--- src/rtl/priority_process_scheduler_tick_defines.svh ---
// Assertion macros for the priority process scheduler.
// Used by files that carry concurrent checks; expects i_clk and i_rst_n in scope.
`ifndef PRIORITY_PROCESS_SCHEDULER_TICK_DEFINES_SVH
`define PRIORITY_PROCESS_SCHEDULER_TICK_DEFINES_SVH
`ifndef SYNTHESIS
`define PPS_ASSERT(lbl, prop) \
    lbl: assert property (@(posedge i_clk) disable iff (!i_rst_n) (prop)) \
        else $error("pps: check failed");
`define PPS_ASSERT_NEXT(lbl, ante, cons) \
    lbl: assert property (@(posedge i_clk) disable iff (!i_rst_n) (ante) |=> (cons)) \
        else $error("pps: check failed");
`else
`define PPS_ASSERT(lbl, prop)
`define PPS_ASSERT_NEXT(lbl, ante, cons)
`endif
`endif

--- src/rtl/pps_pkg.sv ---
// Shared types and constants of the priority process scheduler.
// No dependencies.
package pps_pkg;

    localparam int MAX_PROCESSES_DEF = 16;

    typedef enum logic [2:0] {
        PH_NEW        = 3'd0,
        PH_READY      = 3'd1,
        PH_RUNNING    = 3'd2,
        PH_WAITING    = 3'd3,
        PH_TERMINATED = 3'd4
    } t_phase;

    typedef enum logic {
        OP_ADMIT = 1'b0,
        OP_TICK  = 1'b1
    } t_op;

    typedef enum logic {
        STS_OK   = 1'b0,
        STS_FULL = 1'b1
    } t_status;

    typedef enum logic [1:0] {
        RA_NONE,
        RA_TERM,
        RA_WAIT
    } t_run_act;

    typedef enum logic [3:0] {
        S_IDLE,
        S_ADMIT,
        S_RUN_RD,
        S_RUN_EV,
        S_WF_RD,
        S_WS_RD,
        S_WS_EV,
        S_WAPPEND,
        S_RUN_EMIT,
        S_SCAN,
        S_DISP,
        S_TICK_END,
        S_FINISH
    } t_state;

    typedef struct packed {
        t_op         op;
        logic [7:0]  pid;
        logic [15:0] burst_time;
        logic [15:0] io_every;
        logic [15:0] io_length;
    } t_req;

    typedef struct packed {
        logic [31:0] now;
        logic [7:0]  proc_id;
        logic [2:0]  from_state;
        logic [2:0]  new_state;
        t_status     status;
    } t_evt;

    typedef struct packed {
        logic [31:0] now;
        logic [7:0]  proc_id;
        logic [2:0]  from_state;
        logic [2:0]  new_state;
        t_status     status;
        logic        all_done;
        logic        last;
    } t_res;

    typedef struct packed {
        logic [7:0]  pid;
        t_phase      phase;
        logic [15:0] burst_left;
        logic [15:0] io_every;
        logic [15:0] io_length;
        logic [15:0] until_io;
        logic [15:0] io_left;
    } t_slot;

    typedef struct packed {
        logic emit;
        logic fin;
        t_evt evt;
    } t_emit_req;

    typedef struct packed {
        logic emit_ok;
        logic fin_ok;
    } t_emit_ack;

endpackage

--- src/rtl/pps_if.sv ---
// Request and result channel interfaces of the priority process scheduler.
// Depends on pps_pkg.
interface pps_req_if;
    logic            valid;
    logic            ready;
    pps_pkg::t_req   data;
    modport source (output valid, output data, input ready);
    modport sink (input valid, input data, output ready);
endinterface

interface pps_res_if;
    logic            valid;
    logic            ready;
    pps_pkg::t_res   data;
    modport source (output valid, output data, input ready);
    modport sink (input valid, input data, output ready);
endinterface

--- src/rtl/pps_ram.sv ---
// Simple dual-port synchronous RAM, one write and one registered read port.
// Depends on pps_pkg for default sizes.
module pps_ram #(
    parameter int WIDTH = $bits(pps_pkg::t_slot),
    parameter int DEPTH = pps_pkg::MAX_PROCESSES_DEF,
    localparam int AW   = (DEPTH > 1) ? $clog2(DEPTH) : 1
) (
    input  logic             i_clk,
    input  logic             i_we,
    input  logic [AW-1:0]    i_waddr,
    input  logic [WIDTH-1:0] i_wdata,
    input  logic             i_re,
    input  logic [AW-1:0]    i_raddr,
    output logic [WIDTH-1:0] o_rdata
);
    logic [WIDTH-1:0] r_mem [DEPTH];
    logic [WIDTH-1:0] r_rdata;

    always_ff @(posedge i_clk) begin
        if (i_we) begin
            r_mem[i_waddr] <= i_wdata;
        end
        if (i_re) begin
            r_rdata <= r_mem[i_raddr];
        end
    end

    assign o_rdata = r_rdata;
endmodule

--- src/rtl/pps_emit.sv ---
// Result stage: holds one request back so the final one can be marked last.
// Depends on pps_pkg and pps_if.
module pps_emit (
    input  logic                  i_clk,
    input  logic                  i_rst_n,
    input  pps_pkg::t_emit_req    i_emit,
    input  logic                  i_all_done,
    output pps_pkg::t_emit_ack    o_ack,
    pps_res_if.source             o_res
);
    logic            r_pend_v, n_pend_v;
    pps_pkg::t_evt   r_pend, n_pend;
    logic            r_out_v, n_out_v;
    pps_pkg::t_res   r_out, n_out;
    logic            out_free;

    assign out_free      = !r_out_v || o_res.ready;
    assign o_ack.emit_ok = !r_pend_v || out_free;
    assign o_ack.fin_ok  = !r_pend_v || out_free;
    assign o_res.valid   = r_out_v;
    assign o_res.data    = r_out;

    always_comb begin
        n_pend_v = r_pend_v;
        n_pend   = r_pend;
        n_out_v  = r_out_v;
        n_out    = r_out;
        if (out_free) begin
            n_out_v = 1'b0;
        end
        if (i_emit.emit && o_ack.emit_ok) begin
            // push the held request out, hold the new one
            if (r_pend_v) begin
                n_out_v = 1'b1;
                n_out   = {r_pend, i_all_done, 1'b0};
            end
            n_pend_v = 1'b1;
            n_pend   = i_emit.evt;
        end else if (i_emit.fin && o_ack.fin_ok && r_pend_v) begin
            n_out_v  = 1'b1;
            n_out    = {r_pend, i_all_done, 1'b1};
            n_pend_v = 1'b0;
        end
    end

    always_ff @(posedge i_clk) begin
        if (!i_rst_n) begin
            r_pend_v <= 1'b0;
            r_out_v  <= 1'b0;
        end else begin
            r_pend_v <= n_pend_v;
            r_out_v  <= n_out_v;
        end
    end

    always_ff @(posedge i_clk) begin
        r_pend <= n_pend;
        r_out  <= n_out;
    end
endmodule

--- src/rtl/pps_ctrl.sv ---
// Sequencer of the scheduler: owns the slot table and wait list memories.
// Depends on pps_pkg, pps_if, pps_ram and the assertion macro header.
`include "priority_process_scheduler_tick_defines.svh"
module pps_ctrl #(
    parameter int MAX_PROCESSES = pps_pkg::MAX_PROCESSES_DEF,
    localparam int SW = (MAX_PROCESSES > 1) ? $clog2(MAX_PROCESSES) : 1,
    localparam int CW = $clog2(MAX_PROCESSES + 1)
) (
    input  logic                  i_clk,
    input  logic                  i_rst_n,
    pps_req_if.sink               i_req,
    output pps_pkg::t_emit_req    o_emit,
    input  pps_pkg::t_emit_ack    i_ack,
    output logic                  o_all_done
);
    localparam int SLOT_W = $bits(pps_pkg::t_slot);

    pps_pkg::t_state   r_state, n_state;
    pps_pkg::t_req     r_req, n_req;
    logic [CW-1:0]     r_fill, n_fill;
    logic [CW-1:0]     r_live, n_live;
    logic [CW-1:0]     r_wcnt, n_wcnt;
    logic [CW-1:0]     r_k, n_k;
    logic [CW-1:0]     r_kept, n_kept;
    logic [CW-1:0]     r_scan, n_scan;
    logic              r_sv, n_sv;
    logic [SW-1:0]     r_sidx, n_sidx;
    logic [SW-1:0]     r_run, n_run;
    logic              r_busy, n_busy;
    logic [31:0]       r_tick, n_tick;
    pps_pkg::t_run_act r_act, n_act;
    logic [7:0]        r_run_pid, n_run_pid;
    logic [SW-1:0]     r_ws, n_ws;
    logic [SW-1:0]     r_best, n_best;
    logic              r_best_ok, n_best_ok;
    pps_pkg::t_slot    r_best_ent, n_best_ent;

    logic              slot_we, slot_re;
    logic [SW-1:0]     slot_waddr, slot_raddr;
    logic [SLOT_W-1:0] slot_rdata;
    pps_pkg::t_slot    slot_wdata;
    pps_pkg::t_slot    ent;
    pps_pkg::t_slot    work;
    logic              fifo_we, fifo_re;
    logic [SW-1:0]     fifo_waddr, fifo_raddr, fifo_wdata, fifo_rdata;
    logic              full;
    logic              admit_wr;

    pps_ram #(.WIDTH(SLOT_W), .DEPTH(MAX_PROCESSES)) u_slot_ram (
        .i_clk   (i_clk),
        .i_we    (slot_we),
        .i_waddr (slot_waddr),
        .i_wdata (slot_wdata),
        .i_re    (slot_re),
        .i_raddr (slot_raddr),
        .o_rdata (slot_rdata)
    );

    pps_ram #(.WIDTH(SW), .DEPTH(MAX_PROCESSES)) u_wait_ram (
        .i_clk   (i_clk),
        .i_we    (fifo_we),
        .i_waddr (fifo_waddr),
        .i_wdata (fifo_wdata),
        .i_re    (fifo_re),
        .i_raddr (fifo_raddr),
        .o_rdata (fifo_rdata)
    );

    assign ent        = pps_pkg::t_slot'(slot_rdata);
    assign full       = (r_fill == CW'(MAX_PROCESSES));
    assign o_all_done = (r_fill != '0) && (r_live == '0);
    assign admit_wr   = (r_state == pps_pkg::S_ADMIT) && i_ack.emit_ok && !full;

    always_comb begin
        n_state    = r_state;
        n_req      = r_req;
        n_fill     = r_fill;
        n_live     = r_live;
        n_wcnt     = r_wcnt;
        n_k        = r_k;
        n_kept     = r_kept;
        n_scan     = r_scan;
        n_sv       = r_sv;
        n_sidx     = r_sidx;
        n_run      = r_run;
        n_busy     = r_busy;
        n_tick     = r_tick;
        n_act      = r_act;
        n_run_pid  = r_run_pid;
        n_ws       = r_ws;
        n_best     = r_best;
        n_best_ok  = r_best_ok;
        n_best_ent = r_best_ent;
        slot_we    = 1'b0;
        slot_re    = 1'b0;
        slot_waddr = '0;
        slot_raddr = '0;
        slot_wdata = ent;
        work       = ent;
        fifo_we    = 1'b0;
        fifo_re    = 1'b0;
        fifo_waddr = '0;
        fifo_raddr = '0;
        fifo_wdata = '0;
        i_req.ready = 1'b0;
        o_emit.emit = 1'b0;
        o_emit.fin  = 1'b0;
        o_emit.evt.now        = r_tick;
        o_emit.evt.proc_id    = ent.pid;
        o_emit.evt.from_state = pps_pkg::PH_NEW;
        o_emit.evt.new_state  = pps_pkg::PH_NEW;
        o_emit.evt.status     = pps_pkg::STS_OK;

        case (r_state)
            pps_pkg::S_IDLE: begin
                i_req.ready = 1'b1;
                if (i_req.valid) begin
                    n_req   = i_req.data;
                    n_state = (i_req.data.op == pps_pkg::OP_ADMIT) ? pps_pkg::S_ADMIT
                                                                   : pps_pkg::S_RUN_RD;
                end
            end
            pps_pkg::S_ADMIT: begin
                o_emit.emit        = 1'b1;
                o_emit.evt.proc_id = r_req.pid;
                if (full) begin
                    o_emit.evt.status = pps_pkg::STS_FULL;
                end else begin
                    o_emit.evt.new_state = pps_pkg::PH_READY;
                end
                if (admit_wr) begin
                    slot_we               = 1'b1;
                    slot_waddr            = r_fill[SW-1:0];
                    slot_wdata.pid        = r_req.pid;
                    slot_wdata.phase      = pps_pkg::PH_READY;
                    slot_wdata.burst_left = r_req.burst_time;
                    slot_wdata.io_every   = r_req.io_every;
                    slot_wdata.io_length  = r_req.io_length;
                    slot_wdata.until_io   = r_req.io_every;
                    slot_wdata.io_left    = '0;
                    n_fill = r_fill + CW'(1);
                    n_live = r_live + CW'(1);
                end
                if (i_ack.emit_ok) begin
                    n_state = pps_pkg::S_FINISH;
                end
            end
            pps_pkg::S_RUN_RD: begin
                n_act  = pps_pkg::RA_NONE;
                n_k    = '0;
                n_kept = '0;
                if (r_busy) begin
                    slot_re    = 1'b1;
                    slot_raddr = r_run;
                    n_state    = pps_pkg::S_RUN_EV;
                end else begin
                    n_state = pps_pkg::S_WF_RD;
                end
            end
            pps_pkg::S_RUN_EV: begin
                // charge one tick to the running process
                if (ent.burst_left != '0) begin
                    work.burst_left = ent.burst_left - 16'd1;
                end
                if (ent.io_every != '0 && ent.until_io != '0) begin
                    work.until_io = ent.until_io - 16'd1;
                end
                if (work.burst_left == '0) begin
                    work.phase = pps_pkg::PH_TERMINATED;
                    n_act      = pps_pkg::RA_TERM;
                    n_live     = r_live - CW'(1);
                    n_busy     = 1'b0;
                end else if (ent.io_every != '0 && work.until_io == '0) begin
                    work.phase    = pps_pkg::PH_WAITING;
                    work.io_left  = ent.io_length;
                    work.until_io = ent.io_every;
                    n_act         = pps_pkg::RA_WAIT;
                    n_busy        = 1'b0;
                end
                slot_we    = 1'b1;
                slot_waddr = r_run;
                slot_wdata = work;
                n_run_pid  = ent.pid;
                n_state    = pps_pkg::S_WF_RD;
            end
            pps_pkg::S_WF_RD: begin
                if (r_k == r_wcnt) begin
                    n_state = pps_pkg::S_WAPPEND;
                end else begin
                    fifo_re    = 1'b1;
                    fifo_raddr = r_k[SW-1:0];
                    n_state    = pps_pkg::S_WS_RD;
                end
            end
            pps_pkg::S_WS_RD: begin
                n_ws       = fifo_rdata;
                slot_re    = 1'b1;
                slot_raddr = fifo_rdata;
                n_state    = pps_pkg::S_WS_EV;
            end
            pps_pkg::S_WS_EV: begin
                if (ent.io_left != '0) begin
                    work.io_left = ent.io_left - 16'd1;
                end
                if (work.io_left == '0) begin
                    // release to ready
                    work.phase            = pps_pkg::PH_READY;
                    o_emit.emit           = 1'b1;
                    o_emit.evt.from_state = pps_pkg::PH_WAITING;
                    o_emit.evt.new_state  = pps_pkg::PH_READY;
                    if (i_ack.emit_ok) begin
                        slot_we    = 1'b1;
                        slot_waddr = r_ws;
                        slot_wdata = work;
                        n_k        = r_k + CW'(1);
                        n_state    = pps_pkg::S_WF_RD;
                    end
                end else begin
                    slot_we    = 1'b1;
                    slot_waddr = r_ws;
                    slot_wdata = work;
                    fifo_we    = 1'b1;
                    fifo_waddr = r_kept[SW-1:0];
                    fifo_wdata = r_ws;
                    n_kept     = r_kept + CW'(1);
                    n_k        = r_k + CW'(1);
                    n_state    = pps_pkg::S_WF_RD;
                end
            end
            pps_pkg::S_WAPPEND: begin
                n_wcnt = r_kept;
                if (r_act == pps_pkg::RA_WAIT && r_kept < CW'(MAX_PROCESSES)) begin
                    fifo_we    = 1'b1;
                    fifo_waddr = r_kept[SW-1:0];
                    fifo_wdata = r_run;
                    n_wcnt     = r_kept + CW'(1);
                end
                n_state = pps_pkg::S_RUN_EMIT;
            end
            pps_pkg::S_RUN_EMIT: begin
                n_scan    = '0;
                n_sv      = 1'b0;
                n_best_ok = 1'b0;
                if (r_act != pps_pkg::RA_NONE) begin
                    o_emit.emit           = 1'b1;
                    o_emit.evt.proc_id    = r_run_pid;
                    o_emit.evt.from_state = pps_pkg::PH_RUNNING;
                    o_emit.evt.new_state  = (r_act == pps_pkg::RA_TERM) ? pps_pkg::PH_TERMINATED
                                                                        : pps_pkg::PH_WAITING;
                end
                if (r_act == pps_pkg::RA_NONE || i_ack.emit_ok) begin
                    n_state = r_busy ? pps_pkg::S_TICK_END : pps_pkg::S_SCAN;
                end
            end
            pps_pkg::S_SCAN: begin
                if (r_sv && ent.phase == pps_pkg::PH_READY &&
                    (!r_best_ok || ent.pid < r_best_ent.pid)) begin
                    n_best     = r_sidx;
                    n_best_ok  = 1'b1;
                    n_best_ent = ent;
                end
                if (r_scan < r_fill) begin
                    slot_re    = 1'b1;
                    slot_raddr = r_scan[SW-1:0];
                    n_sidx     = r_scan[SW-1:0];
                    n_scan     = r_scan + CW'(1);
                    n_sv       = 1'b1;
                end else begin
                    n_sv = 1'b0;
                    if (!r_sv) begin
                        n_state = pps_pkg::S_DISP;
                    end
                end
            end
            pps_pkg::S_DISP: begin
                if (r_best_ok) begin
                    o_emit.emit           = 1'b1;
                    o_emit.evt.proc_id    = r_best_ent.pid;
                    o_emit.evt.from_state = pps_pkg::PH_READY;
                    o_emit.evt.new_state  = pps_pkg::PH_RUNNING;
                    if (i_ack.emit_ok) begin
                        slot_we          = 1'b1;
                        slot_waddr       = r_best;
                        slot_wdata       = r_best_ent;
                        slot_wdata.phase = pps_pkg::PH_RUNNING;
                        n_run            = r_best;
                        n_busy           = 1'b1;
                        n_state          = pps_pkg::S_TICK_END;
                    end
                end else begin
                    n_state = pps_pkg::S_TICK_END;
                end
            end
            pps_pkg::S_TICK_END: begin
                n_tick  = r_tick + 32'd1;
                n_state = pps_pkg::S_FINISH;
            end
            pps_pkg::S_FINISH: begin
                o_emit.fin = 1'b1;
                if (i_ack.fin_ok) begin
                    n_state = pps_pkg::S_IDLE;
                end
            end
            default: begin
                n_state = pps_pkg::S_IDLE;
            end
        endcase
    end

    always_ff @(posedge i_clk) begin
        if (!i_rst_n) begin
            r_state   <= pps_pkg::S_IDLE;
            r_fill    <= '0;
            r_live    <= '0;
            r_wcnt    <= '0;
            r_k       <= '0;
            r_kept    <= '0;
            r_scan    <= '0;
            r_sv      <= 1'b0;
            r_run     <= '0;
            r_busy    <= 1'b0;
            r_tick    <= '0;
            r_act     <= pps_pkg::RA_NONE;
            r_best_ok <= 1'b0;
        end else begin
            r_state   <= n_state;
            r_fill    <= n_fill;
            r_live    <= n_live;
            r_wcnt    <= n_wcnt;
            r_k       <= n_k;
            r_kept    <= n_kept;
            r_scan    <= n_scan;
            r_sv      <= n_sv;
            r_run     <= n_run;
            r_busy    <= n_busy;
            r_tick    <= n_tick;
            r_act     <= n_act;
            r_best_ok <= n_best_ok;
        end
    end

    always_ff @(posedge i_clk) begin
        r_req      <= n_req;
        r_sidx     <= n_sidx;
        r_run_pid  <= n_run_pid;
        r_ws       <= n_ws;
        r_best     <= n_best;
        r_best_ent <= n_best_ent;
    end

    `PPS_ASSERT(a_live_le_fill, r_live <= r_fill)
    `PPS_ASSERT(a_wait_le_fill, r_wcnt <= r_fill)
    `PPS_ASSERT(a_run_occupied, !r_busy || (CW'(r_run) < r_fill))
    `PPS_ASSERT_NEXT(a_tick_adv, r_state == pps_pkg::S_TICK_END, r_tick == $past(r_tick) + 32'd1)
    `PPS_ASSERT_NEXT(a_admit_fill, admit_wr, r_fill == $past(r_fill) + CW'(1))
endmodule

--- src/rtl/priority_process_scheduler_tick.sv ---
// Non-preemptive priority process scheduler, stepped one tick per tick request.
// Channels: i_req (pps_req_if sink) takes admit and tick requests; o_res
// (pps_res_if source) delivers one result per process state change or
// rejected admit, with last set on the final one caused by an input
// request. valid/ready on both. A tick charges the running process, then
// walks the wait list (fifo read, slot read, write back for each waiting
// process); when no process holds the CPU, a dispatch scan sweeps the
// occupied slots one per cycle through the slot RAM read port. A new
// request is accepted only after the previous one has finished.
// Reset (synchronous, i_rst_n low) empties the table via a fill count, clears
// the wait list, the tick count and the CPU; no clearing pass is needed.
// When the receiver stalls, the block holds one result in its output
// register and one more in a hold stage; further results stall the
// sequencer until o_res.ready returns. Nothing is dropped.
// Depends on pps_pkg, pps_if, pps_ram, pps_emit and pps_ctrl.
module priority_process_scheduler_tick #(
    parameter int MAX_PROCESSES = pps_pkg::MAX_PROCESSES_DEF
) (
    input  logic        i_clk,
    input  logic        i_rst_n,
    pps_req_if.sink     i_req,
    pps_res_if.source   o_res
);
    pps_pkg::t_emit_req emit_req;
    pps_pkg::t_emit_ack emit_ack;
    logic               all_done;

    // sequencer: walks the wait list, charges the CPU, dispatches
    pps_ctrl #(.MAX_PROCESSES(MAX_PROCESSES)) u_ctrl (
        .i_clk      (i_clk),
        .i_rst_n    (i_rst_n),
        .i_req      (i_req),
        .o_emit     (emit_req),
        .i_ack      (emit_ack),
        .o_all_done (all_done)
    );

    // output stage: holds one result back to mark the last one
    pps_emit u_emit (
        .i_clk      (i_clk),
        .i_rst_n    (i_rst_n),
        .i_emit     (emit_req),
        .i_all_done (all_done),
        .o_ack      (emit_ack),
        .o_res      (o_res)
    );
endmodule
--- src/flat_wrapper.sv ---
// flat-port wrapper written by rule: the top's interface ports become plain ports
module priority_process_scheduler_tick_flat 
#(
    parameter int MAX_PROCESSES = pps_pkg::MAX_PROCESSES_DEF
)
  (i_clk, i_rst_n, i_req_valid, i_req_data, i_req_ready, o_res_valid, o_res_data, o_res_ready);
  pps_req_if i_req_i ();
  pps_res_if o_res_i ();
  input  logic i_clk;
  input  logic i_rst_n;
  input wire logic [$bits(i_req_i.valid)-1:0] i_req_valid;
  input wire logic [$bits(i_req_i.data)-1:0] i_req_data;
  output wire logic [$bits(i_req_i.ready)-1:0] i_req_ready;
  output wire logic [$bits(o_res_i.valid)-1:0] o_res_valid;
  output wire logic [$bits(o_res_i.data)-1:0] o_res_data;
  input wire logic [$bits(o_res_i.ready)-1:0] o_res_ready;
  assign i_req_i.valid = i_req_valid;
  assign i_req_i.data = i_req_data;
  assign i_req_ready = i_req_i.ready;
  assign o_res_valid = o_res_i.valid;
  assign o_res_data = o_res_i.data;
  assign o_res_i.ready = o_res_ready;
  priority_process_scheduler_tick #(.MAX_PROCESSES(MAX_PROCESSES)) u_core (.i_clk(i_clk), .i_rst_n(i_rst_n), .i_req(i_req_i), .o_res(o_res_i));
endmodule
--- config.mk ---
export PLATFORM = sky130hd
export DESIGN_NAME = priority_process_scheduler_tick_flat
export DESIGN_NICKNAME = d
export VERILOG_FILES = /design/src/rtl/pps_pkg.sv /design/src/rtl/pps_if.sv /design/src/rtl/pps_ram.sv /design/src/rtl/pps_emit.sv /design/src/rtl/pps_ctrl.sv /design/src/rtl/priority_process_scheduler_tick.sv /design/src/flat_wrapper.sv
export VERILOG_INCLUDE_DIRS = /design/src /design/src/rtl
export SDC_FILE = /design/constraint.sdc
export NUM_CORES = 2
export LEC_CHECK = 0
export BUFFER_PORTS_ARGS = -buffer_cell sky130_fd_sc_hd__buf_4
export CORE_UTILIZATION = 45
export CTS_BUF_LIST = sky130_fd_sc_hd__clkbuf_4
export CTS_CLUSTER_DIAMETER = 30
export DETAILED_ROUTE_END_ITERATION = 16
export GPL_TIMING_DRIVEN = 1
export PLACE_DENSITY_LB_ADDON = 0.05
export REMOVE_ABC_BUFFERS = 1
export SETUP_SLACK_MARGIN = 0.15
export SLEW_MARGIN = 10
export SYNTH_ARGS = -nofsm -noshare
export SYNTH_HDL_FRONTEND = slang
export SYNTH_SLANG_ARGS = --single-unit
--- constraint.sdc ---
create_clock -name i_clk -period 7.9 [get_ports i_clk]
set_input_delay 1.58 -clock i_clk [delete_from_list [all_inputs] [get_ports i_clk]]
set_output_delay 1.58 -clock i_clk [all_outputs]
set_load 0.005 [all_outputs]
# Yosys cells after proc, flatten, opt, wreduce, memory -nomap -nowiden
# Memories as Yosys holds them, arrays and structs flattened. A register that Yosys moved wholly into a read port is not among the register bits.
# Index checks and enable logic that the tools add are counted.
[op_classes] mux=111 addsub=10 n_eq_ne=34 n_lt_le_gt_ge=3 n_reduce_logical=51
[ops] operator="91-bit case mux with 4 select lines" count=1
[ops] operator="91-bit 2-to-1 mux" count=3
[ops] operator="83-bit 2-to-1 mux" count=2
[ops] operator="49-bit 2-to-1 mux" count=3
[ops] operator="16-bit 2-to-1 mux" count=6
[ops] operator="4-bit 2-to-1 mux" count=23
[ops] operator="32-bit 2-to-1 mux" count=2
[ops] operator="16-bit nonzero test" count=4
[ops] operator="4-bit case mux with 13 select lines" count=1
[ops] operator="16-bit logical NOT" count=3
[ops] operator="16-bit by 1-bit subtractor with 16-bit output, second input constant" count=3
[ops] operator="5-bit 2-to-1 mux" count=8
[ops] operator="5-bit case mux with 2 select lines" count=4
[ops] operator="32-bit by 1-bit adder with 32-bit output, second input constant" count=1
[ops] operator="1-bit 2-to-1 mux" count=32
[ops] operator="14-bit 2-to-1 mux" count=2
[ops] operator="2-bit inequality test, second input constant" count=14
[ops] operator="5-bit by 1-bit adder with 5-bit output, second input constant" count=5
[ops] operator="8-bit case mux with 3 select lines" count=1
[ops] operator="4-bit equality test, second input constant" count=5
[ops] operator="2-bit AND reduction" count=10
[ops] operator="4-bit by 3-bit equality test with 1-bit output, second input constant" count=4
[ops] operator="4-bit case mux with 2 select lines" count=2
[ops] operator="4-bit case mux with 4 select lines" count=1
[ops] operator="other kinds (32)" count=69
[word_totals] word_cells=252 out_inout_bits=51 reg_bits=337 inputBits=61 memories=2 ram_bits=1520
[memory_table] name="u_core.u_ctrl.u_slot_ram.r_mem" depth=16 width=91 read_ports=1 rd_clocked_by_memory_dff=1 write_ports=1 line_no="pps_ram.sv:16" rtl="logic [WIDTH-1:0] r_mem [DEPTH];"
[memory_table] name="u_core.u_ctrl.u_wait_ram.r_mem" depth=16 width=4 read_ports=1 rd_clocked_by_memory_dff=1 write_ports=1 line_no="pps_ram.sv:16"

# Longest topological paths before layout
[depth] depth_word=9 mapped_depth=14

# Hierarchy
# A second synthesis with hierarchy kept.
[unflattened] cells_unflattened=3996 hier_area_um2=76505.9
[by_module_without_submodules] mod="pps_ram at u_core.u_ctrl.u_slot_ram" instances=1 cells_each=2332 area_per_inst_um2=57186.1
[by_module_without_submodules] mod="pps_ctrl" instances=1 cells_each=1425 area_per_inst_um2=13623.1
[by_module_without_submodules] mod="pps_emit" instances=1 cells_each=109 area_per_inst_um2=2990.4
[by_module_without_submodules] mod="pps_ram at u_core.u_ctrl.u_wait_ram" instances=1 cells_each=130 area_per_inst_um2=2706.3

# Worst setup path after synthesis
# OpenSTA, ideal clock, no wires.
[synth_path] path_type="input-to-reg" from="input o_res_ready" to="memory u_core.u_ctrl.u_slot_ram.r_mem[0][0] in the netlist's numbering (enable)" cell_stages=9 arrival_time_ns=6.762 required_time_ns=7.359 slack_ns=0.597 n_path_buf=2 cell_sequence="and3b_1 -> clkbuf_1 -> nand4_1 -> nor4_4 -> nor2_2 -> buf_2 -> o21ai_0 -> nand2_1 -> nor2_1"
[synth_between] elab_chain_len=8 word_cells_on_any_way=17
[synth_rtl] element="start, declared" line_no="flat_wrapper.sv:16" rtl="input wire logic [$bits(o_res_i.ready)-1:0] o_res_ready;"
[synth_rtl] element="1-bit logical OR (*)" line_no="pps_emit.sv:17" rtl="assign out_free = !r_out_v || o_res.ready;"
[synth_rtl] element="1-bit logical OR (*)" line_no="pps_emit.sv:18" rtl="assign o_ack.emit_ok = !r_pend_v || out_free;"
[synth_rtl] element="1-bit logical AND (2 in series)" line_no="pps_ctrl.sv:72" rtl="assign admit_wr = (r_state == pps_pkg::S_ADMIT) && i_ack.emit_ok && !full;"
[synth_rtl] element="1-bit 2-to-1 mux" line_no="pps_ctrl.sv:131" rtl="if (admit_wr) begin"
[synth_rtl] element="1-bit case mux with 4 select lines" line_no="pps_ctrl.sv:114" rtl="case (r_state)"
[synth_rtl] element="1-bit 2-to-1 mux" line_no="pps_ram.sv:20" rtl="if (i_we) begin"
[synth_rtl] element="1-bit 2-to-1 mux (implied by the code)" line_no="pps_ram.sv:21" rtl="r_mem[i_waddr] <= i_wdata;"
[synth_rtl] element="end, declared" line_no="pps_ram.sv:16"
# Every way passes the cells marked *; elsewhere a longest branch is shown, timed or not.

# Final worst setup path
[layout_path] from="register u_core.u_ctrl.u_slot_ram.r_rdata[0], in the netlist u_core.u_ctrl.u_slot_ram.o_rdata[0] (read register of u_core.u_ctrl.u_slot_ram.r_mem)" to="memory u_core.u_ctrl.u_slot_ram.r_mem[12][75] in the netlist's numbering (enable)"
[layout_between] elab_chain_len=8 word_cells_on_any_way=11
[layout_rtl] element="start, declared" line_no="pps_ram.sv:17" rtl="logic [WIDTH-1:0] r_rdata;"
[layout_rtl] element="16-bit by 1-bit subtractor with 16-bit output or 16-bit nonzero test (tied branches)" line_no="pps_ctrl.sv:203, pps_ctrl.sv:202"
[layout_rtl] element="16-bit 2-to-1 mux (*)" line_no="pps_ctrl.sv:202" rtl="if (ent.io_left != '0) begin"
[layout_rtl] element="16-bit 2-to-1 mux (*)" line_no="pps_ctrl.sv:114"
[layout_rtl] element="16-bit logical NOT (*)" line_no="pps_ctrl.sv:205" rtl="if (work.io_left == '0) begin"
[layout_rtl] element="1-bit 2-to-1 mux" line_no="pps_ctrl.sv:205"
[layout_rtl] element="1-bit case mux with 4 select lines" line_no="pps_ctrl.sv:114"
[layout_rtl] element="1-bit 2-to-1 mux" line_no="pps_ram.sv:20"
[layout_rtl] element="1-bit 2-to-1 mux (implied by the code)" line_no="pps_ram.sv:21"
# Every way passes the cells marked *; elsewhere a longest branch is shown, timed or not. The select of a mux whose other input is x is not followed.

==> qor.tcl <==
set qor(skew_ns) 0.0913
set qor(drc) 0
set qor(yosysTopAreaCellShare) 0.711
set qor(final.fill_count) 15100
set qor(status) {finished, final reports clean}
set qor(power.static_leakage_nw) 31.6
set qor(die-height_um) 421
set qor(clk_latency_ns) 1.39
set qor(ys_seq_area_frac) 0.730
set qor(synth_seq_cells) 1950
set qor(layout.nets) 5923
set qor(timing.final.crit_share) 0.705
set qor(final_design_area_no_fill_um2) 89900
set qor(synth_edf_count) 1873
set qor(starting_density_of_the_core) 0.454
set qor(drive_gt1_frac) 0.207
set qor(synthFlopType) {sky130_fd_sc_hd__edfxtp_1}
set qor(gr-total-overflow) 0
set qor(synth_cells) 5384
set qor(tritoncts_clock_tree) {done}
set qor(multi_input_gate_area_um2) 20000
set qor(drt-wirelength-per-cell_um) 25.3
set qor(drt_pass1_iterations) 6
set qor(first_pass_grt_wire_length_mm) 319
set qor(crit_path_cell_trace) {inv_1 > ha_1 > nor3b_2 > nand4_1 > mux2i_1 > o221ai_1 > nor4_4 > nor2_2 > a21o_1 > o221ai_1 > nor2_4 > buf_12}
set qor(yosys.cell_types.count) 94
set qor(cp_data_arrival_time_ns) 6.56
set qor(fin_crit_ns) 5.57
set qor(regArea_um2) 57800
set qor(yosys-top-cells-area) {sky130_fd_sc_hd__edfxtp_1 71%, sky130_fd_sc_hd__nand2_1 3.6%, sky130_fd_sc_hd__a211oi_1 2.7%, sky130_fd_sc_hd__mux2i_1 2.6%, sky130_fd_sc_hd__and2_1 2.1%}
set qor(slew_worst_pin_ns) 1.30
set qor(cts_buffer_depth) 4
set qor(synth_warnings) 0
set qor(critical_path.max_stage_delay_ns) 1.00
set qor(setup.worst_path.class) {reg -> reg}
set qor(grt_start_max_net_pins) 176
set qor(required_time_of_the_critical_path_ns) 8.90
set qor(core-area_um2) 174000
set qor(fin_util) 0.516
set qor(end_kind) {flop}
set qor(synth_largest_area_cell) {sky130_fd_sc_hd__edfxtp_1}
set qor(die-width_um) 421
set qor(netlist_area_before_placement_um2) 79100
set qor(power.density_nw_per_um2) 300
set qor(achievable-frequency_mhz) 180
set qor(drt-vias-per-instance) 5.68
set qor(fp.dieArea_um2) 177000
set qor(dr.first_iter.drc_count) 4228
set qor(detail-route-antenna-nets) 0
set qor(worstPathMaxFanout) 39
set qor(hold_violations) 0
set qor(path_common_cell) {sky130_fd_sc_hd__o221ai_1}
set qor(design.portCount) 112
set qor(ir_worst_vdd_mv) 0.181
set qor(synth_async_sr_flop_share) 0
set qor(syn_avg_cell_area_um2) 14.7
set qor(cap_viol_max_count) 0
set qor(hold_path.class) {in -> reg}
set qor(final_max_slew_viol_count) 0
set qor(slew_headroom) 0.131
set qor(htreeDepth) 6
set qor(cts_root_buf) {sky130_fd_sc_hd__clkbuf_4}
set qor(worst_path_max_delay_cell) {sky130_fd_sc_hd__nor2_4}
set qor(holdBufCountCts) 0
set qor(layout_area_growth_over_synthesis_pct) 13.6
set qor(worstSetupStartpointType) {flop}
set qor(clkSinkCount) 1950
set qor(port-buffer-count) 110
set qor(route.vias.total) 48600
set qor(postRouteWirelength_mm) 216
set qor(post_dp_cell_area_um2) 83100
set qor(place.gp.congestion) 0.859
set qor(post-cts-setup-buffer-count) 0
set qor(row_count) 153
set qor(via_count_of_the_first_global_routing_pass) 49100
set qor(cts_resized) 0
set qor(post-dp-hpwl_mm) 110
set qor(report.final.setup_viol) 0
set qor(grt.total_usage) 0.241
set qor(clk_transition_reported_paths_ns) 0.06
set qor(grt_setup_unrepaired) {no}
set qor(number_of_clock_buffers_inserted_by_tritoncts) 566
set qor(antenna_found_initial) 6
set qor(commonest_cells_after_routing_fill_and_taps_aside) {1873 x sky130_fd_sc_hd__edfxtp_1, 823 x sky130_fd_sc_hd__clkbuf_4, 747 x sky130_fd_sc_hd__nand2_1}
set qor(layout.cells.most_common) {sky130_fd_sc_hd__edfxtp_1}
## critical path, delay by kind of cell (launching register included)
kind	cells	cell delay (ns)
and+or+nand+nor	5	2.53
DFF	1	0.56
adders and majority gates	1	0.29
muxes	1	0.18
buffers and inverters	2	0.53
AOI/OAI and AO/OA	3	1.03
## state kept, by name (all words and copies together), names as in the netlist, 8 cells and up
| name | cells |
|---|---|
| u_core.u_ctrl.u_slot_ram.r_mem | 1456 |
| u_core.u_ctrl.u_slot_ram.o_rdata | 91 |
| u_core.u_ctrl.r_best_ent | 88 |
| u_core.u_ctrl.u_wait_ram.r_mem | 64 |
| u_core.u_ctrl.r_req | 56 |
| u_core.u_emit.o_res.data | 48 |
| u_core.u_emit.r_pend | 46 |
| u_core.u_ctrl.r_tick | 32 |
| u_core.u_ctrl.r_run_pid | 8 |
## stage by stage
stage | worst slack, ns | TNS (ns) | power, W | hold WS [ns] | cells
after detailed placement | 1.79 | 0 | 0.0182 | 0.405 | 7594
after CTS | 2.34 | 0 | 0.0273 | 0.207 | 8540
after global placement | 1.82 | 0 | 0.0181 | 0.403 | 7593
final | 2.33 | 0 | 0.0270 | 0.362 | 8552
after global routing | 2.01 | 0 | 0.0283 | 0.262 | 8545
after floorplan | -27.54 | -7357.16 | 0.0168 | 0.400 | 5031
## layer usage
layer,share of wire,global-route usage
met1,0.45,0.334
met2,0.48,0.384
met3,0.054,0.0434
met4,0.023,0.0804
met5,0.000060,0
## where the power goes
group          internal [W]  switching (W)
combinational       0.00128        0.00308
sequential           0.0132       0.000337
clock               0.00491        0.00416
## cell families after synthesis
group | synth area share
adders and majority gates | 0.00405
DFF | 0.730
AOI/OAI and AO/OA | 0.0968
buffers and inverters | 0.0200
xor gates and xnor gates | 0.00731
other | 0.0000474
and+or+nand+nor | 0.0981
muxes | 0.0434
## cells in the mapped netlist (92+ instances only)
library cell	count
sky130_fd_sc_hd__a21oi_1	102
sky130_fd_sc_hd__a221o_1	99
sky130_fd_sc_hd__nor2_1	137
sky130_fd_sc_hd__and3_1	102
sky130_fd_sc_hd__o32ai_1	92
sky130_fd_sc_hd__mux2_2	96
sky130_fd_sc_hd__mux2i_1	208
sky130_fd_sc_hd__a31oi_1	204
sky130_fd_sc_hd__edfxtp_1	1873
sky130_fd_sc_hd__and2_1	268
sky130_fd_sc_hd__a211oi_1	284
sky130_fd_sc_hd__nand2_1	749
sky130_fd_sc_hd__clkbuf_1	270
## layout make-up
| type | count | area share |
|---|---|---|
| Clock inverter | 123 | 0.00689 |
| Inverter | 44 | 0.00184 |
| Antenna cell | 12 | 0.000334 |
| Tap cell | 2325 | 0.0324 |
| Clock buffer | 823 | 0.0687 |
| Multi-Input combinational cell | 3037 | 0.223 |
| Sequential cell | 1950 | 0.643 |
| Timing Repair Buffer | 238 | 0.0241 |
## path summary, 6_finish.rpt
path / depth (start not counted) / start / end / slack [ns]
max: 12 / u_core.u_ctrl.u_slot_ram.o_rdata[0]$_DFFE_PP_ / u_core.u_ctrl.u_slot_ram.r_mem[12][75]$_DFFE_PP_ / 2.33
min: 1 / i_req_data[3] / u_core.u_ctrl.r_req[3]$_DFFE_PP_ / 0.36
max reg2reg: 12 / u_core.u_ctrl.u_slot_ram.o_rdata[0]$_DFFE_PP_ / u_core.u_ctrl.u_slot_ram.r_mem[12][75]$_DFFE_PP_ / 2.33
min reg2reg: 0 / u_core.u_emit.r_pend[30]$_DFFE_PP_ / u_core.u_emit.o_res.data[32]$_DFFE_PP_ / 0.41
No activity file was read; power rests on OpenSTA's default activity.
